$ cat src/rtl/lfrb_ram.sv
// Generic single-write, single-read synchronous RAM with registered read data.
// No dependencies.
module lfrb_ram #(
	parameter int WIDTH = 8,
	parameter int DEPTH = 256
) (
	input  logic                     clk,
	input  logic                     we,
	input  logic [$clog2(DEPTH)-1:0] waddr,
	input  logic [WIDTH-1:0]         wdata,
	input  logic [$clog2(DEPTH)-1:0] raddr,
	output logic [WIDTH-1:0]         rdata
);

	logic [WIDTH-1:0] mem [DEPTH];

	// One write port, one registered read port
	always_ff @(posedge clk) begin
		if (we) begin
			mem[waddr] <= wdata;
		end
		rdata <= mem[raddr];
	end

endmodule

$ cat config.mk
export PLATFORM = sky130hd
export DESIGN_NAME = lfrb_ram
export DESIGN_NICKNAME = d
export VERILOG_FILES = /design/src/rtl/lfrb_ram.sv
export SDC_FILE = /design/constraint.sdc
export NUM_CORES = 2
export LEC_CHECK = 0
export BUFFER_PORTS_ARGS = -buffer_cell sky130_fd_sc_hd__buf_2
export CORE_AREA = 2 2 402 404
export CTS_CLUSTER_DIAMETER = 120
export DETAILED_ROUTE_END_ITERATION = 10
export DIE_AREA = 0 0 404 406
export PLACE_DENSITY = 0.63
export SYNTH_ARGS = -nofsm -noshare
export SYNTH_HDL_FRONTEND = slang
export SYNTH_SLANG_ARGS = --single-unit
$ cat constraint.sdc
create_clock -name clk -period 2.95 [get_ports clk]
set_clock_uncertainty 0.15 [all_clocks]
set_input_delay 0.7375 -clock clk [delete_from_list [all_inputs] [get_ports clk]]
set_output_delay 0.7375 -clock clk [all_outputs]
set_load 0.005 [all_outputs]
Word-level counts from Yosys, hierarchy flattened
Memories as Yosys holds them, arrays and structs flattened. A register that Yosys moved wholly into a read port is not among the register bits.
Index checks and enable logic that the tools add are counted.

word-level totals
  flip-flop bits (word level) = 0
  word-level logic and storage cells = 3
  output and inout port bits = 8
  memory bits (writable) = 2048
  memories kept = 1
  input bits = 26

operators by class
  muxes and demuxes = 2

memory list
  memory  words  bits a word  read ports  clocked after Yosys merged registers in  write ports  RTL line  text
  mem     256    8            1           1                                        1            15        logic [WIDTH-1:0] mem [DEPTH];

operator list
  operator  number
  $mux 1    2

Depth between registers and ports, before layout
  word-level depth = 2
  gate-level depth with buffers = 11
  depth with buffers taken out = 6

Worst setup path after synthesis
Ideal clock, no wire load.

  kind = input port to flip-flop
  start point = in raddr[0]
  end point = reg rdata[2], read port of mem
  arrival = 2.544 ns
  stages = 9
  slack = 0.125 ns
  cells stage by stage = buf_6 buf_12 buf_8 buf_2 mux4_2 a22oi_1 a21oi_1 nor4_1 nor4_2

RTL lines
  item             RTL line  text
  start, declared  11        input logic [$clog2(DEPTH)-1:0] raddr,
  end, declared    12        output logic [WIDTH-1:0] rdata

==> impl_summary.txt <==
----------------------------------------------------
[Route]
  Post-detailed-route DRC marker count ... 0
  Total Routed Length ... 200.4 mm
  Post-detailed-route count of antenna-violating nets ... 0
  Vias per inst ... 6.111
  Drt pass-1 iters ... 6
  Initial DRC count ... 4,967
  Wire length per cell ... 29.96 um
  Vias after detailed routing ... 40,880

[Job]
  Number of max-cap violations ... 0

[Placed design]
  Routability congestion estimate ... 0.8753
  Placed cell count ... 6,313
  Area after DPL ... 87,020 um^2
  Detailed placer's ending HPWL ... 130.8 mm
  Worst Setup Slack post-DPL ... -1.212 ns
  Buffers added on ports ... 33

[Critical path]
  Critical path class ... input pin to register
  Element type at the critical path start ... input pin
  Crit path max fanout ... 16
  Req. time, crit path ... 3.48 ns
  Arrival time at the worst endpoint ... 3.48 ns
  Cell-by-cell listing of the critical path ... buf_8 > buf_4 > buf_12 > buf_4 > buf_4 > mux2i_1 > o22ai_1 > o21ai_0 > nand3_1 > nor4_4 > nor4_1
  Cell with the largest stage delay on the worst path ... nor4_4
  Family of cells with the greatest summed delay on the critical path ... buffers and inverters
  Bufs and invs on worst path ... 5
  Critical path capture point type ... register
  Internal reg-to-reg setup slack ... 0.30 ns
  Critical path's largest stage delay ... 0.60 ns
  Cell type with the highest occurrence count on the critical path ... buf_4

[Status]
  Result of the run ... completed

[STA]
  Minimum clock period after layout ... 2.947 ns
  Achievable frequency ... 0.3393 GHz
  Total Negative Setup Slacks ... 0 ns
  Unrepaired setup endpoints after global routing ... false
  Worst hold margin ... 0.1674 ns
  Pin slew with the least headroom to its limit ... 0.7437 ns
  Final Slew Violations ... 0
  Final count of negative-setup-slack endpoints ... 0
  Period Utilization, post-route ... 99.91%
  Final Hold Violating Endpoints ... 0
  PnR worst setup slack ... 0.002680 ns
  Worst max-slew margin expressed relative to the limit ... 50.42%

[Clock network]
  Clock Path Buffers ... 3
  Total clock sinks ... 2,056
  Cell at the root of the clock tree ... clkbuf_16
  H-Tree Depth ... 4
  TritonCTS clock tree ... yes
  Latest clock arrival within the worst-skew pair ... 0.83 ns
  Clock transition at path regs ... 0.06 ns
  Number of setup buffers added after CTS ... 0
  Clock buffer count from CTS ... 203

[GRT]
  Largest net degree at the start of global routing ... 94
  First-pass GRT wire length ... 289.3 mm
  All-layer global routing usage ... 24.69%
  Antenna violations before repair ... 7
  Total overflow reported by the global router ... 0
  Number of global-route vias before repair ... 40,770

[Logic synthesis]
  Post-synthesis instance area ... 79,560 um^2
  Mapped Avg Cell Area ... 21.31 um^2
  Synth async-reset ratio ... 0%
  Most used flip-flop cell after synthesis ... edfxtp_1
  Synthesized Nets ... 3,759
  Number of enable-type register cells in the synthesized netlist ... 2,048
  Yosys warnings ... 0
  Sequential area share after synthesis ... 77.50%
  Cell variety after synth ... 55
  Number of storage elements in the synthesis netlist ... 2,056
  Post-synthesis instance total ... 3,733

[Final layout]
  Post-route non-filler standard cell count ... 6,690
  Fraction of the core area covered by cells at the end of the flow ... 58.54%
  Post-Layout Inst Area ... 93,460 um^2
  Total Nets Final ... 4,458
  Filler Cell Count ... 11,540
  Most used cells in the layout excluding fill and tap cells ... 2,048 x edfxtp_1, 633 x buf_4, 454 x mux4_2, 279 x nor2_1, 209 x clkbuf_16
  Combined flip-flop and latch cell area ... 61,660 um^2
  Most common cell after layout, fill and taps aside ... edfxtp_1
  Synthesis-to-finish area growth ... 17.48%
  Area occupied by multi-input gates ... 16,610 um^2
  Fraction of final layout cells sized beyond drive strength 1 ... 32.43%

[Floorplanning]
  Rows ... 147
  Die Span Y ... 406 um
  Initial core utilization ... 49.83%
  I/O pin total ... 34
  Area of the die ... 164,000 um^2
  Core box area ... 159,600 um^2
  Die span in x ... 404 um

[Pwr]
  Highest ir drop seen on vdd ... 733.2 uV
  Leakage power ... 30.31 nW
  Overall power ... 60.27 mW
  Power density over cell area ... 644.8 nW/um^2

[Min path]
  Class of the worst hold path ... input pin to register

----------------------------------------------------
[synthesized netlist by cell type (4+ instances only)]
cell type | count | share of area, %
a22o_1 | 8 | 0.088
clkbuf_1 | 111 | 0.52
o21ai_0 | 10 | 0.063
nor2b_1 | 31 | 0.24
nand3_1 | 34 | 0.21
mux2i_1 | 134 | 1.7
nor2_1 | 282 | 1.3
mux4_2 | 454 | 13
a211oi_1 | 16 | 0.15
a22oi_1 | 133 | 1.3
buf_6 | 21 | 0.30
buf_12 | 8 | 0.20
nor4_1 | 24 | 0.19
o22ai_1 | 28 | 0.22
and2_1 | 6 | 0.047
a221oi_1 | 13 | 0.14
nor3_1 | 22 | 0.14
o211ai_1 | 10 | 0.094
edfxtp_1 | 2048 | 77
o22a_1 | 5 | 0.055
nand2b_1 | 8 | 0.063
nand2_1 | 33 | 0.16
nand4_1 | 10 | 0.079
buf_8 | 13 | 0.25
a21oi_1 | 96 | 0.60
or2_2 | 4 | 0.031
o221ai_1 | 46 | 0.51
dfxtp_1 | 8 | 0.20
buf_2 | 31 | 0.20
buf_1 | 22 | 0.10
o32ai_1 | 4 | 0.044
buf_4 | 27 | 0.25
[worst reg2reg max path: stages, from the launching register on]
cell	delay, ns
edfxtp_1	0.37
mux4_2	0.52
mux4_2	0.54
nor2_1	0.16
a2111oi_2	0.08
buf_4	0.16
nor3_2	0.27
buf_4	0.21
nor4_1	0.06
[timing repair]
item                                    CTS  global route
hold buffers                              0             0
cloned                                    0             0
resized for setup                         9            11
endpoints found under the setup margin    6             6
[final cells by class]
cell class,instances,area share [%]
sequential,2056,65.97
multi-input combinational,1442,17.77
timing repair buffer,727,6.688
clock buffer,257,5.788
tap,2086,2.793
clock inverter,117,0.9746
inverter,2,0.008032
antenna,3,0.008032
[registers in the layout, indices dropped and copies added, names as in the netlist]
signal  cells
mem      2048
rdata       8
[logic make-up (layout without fill, tap and decap cells)]
family                 after synthesis  in the layout  synth area share [%]
AOI/OAI and AO/OA                  385            385                 3.419
and+or+nand+nor                    466            466                 2.628
muxes                              591            591                 14.62
buffers and inverters              235           1103                 1.831
DFF                               2056           2056                 77.50
other                                0              3                     0
[power breakdown]
group          switching [mW]  internal (mW)
logic                    2.01           1.35
registers              0.0560           32.2
clock network            10.7           14.0
[layer usage]
| layer | track usage [%] | up-vias | share of wire [%] |
|---|---|---|---|
| met4 | 5.931 | 2 | 2.3 |
| met3 | 4.279 | 289 | 8.8 |
| met5 | 0 | - | 0.0060 |
| met2 | 39.29 | 1863 | 48 |
| li1 | - | 17130 | - |
| met1 | 36.00 | 21600 | 40 |
[final timing paths]
path | from | depth (start not counted) | end
min | wdata[2] | 1 | mem[245][2]
max | raddr[0] | 11 | rdata[7]
max reg2reg | mem[135][7] | 8 | rdata[7]
min reg2reg | mem[52][2] | 7 | rdata[2]
Power figures use the tool's default switching activity.
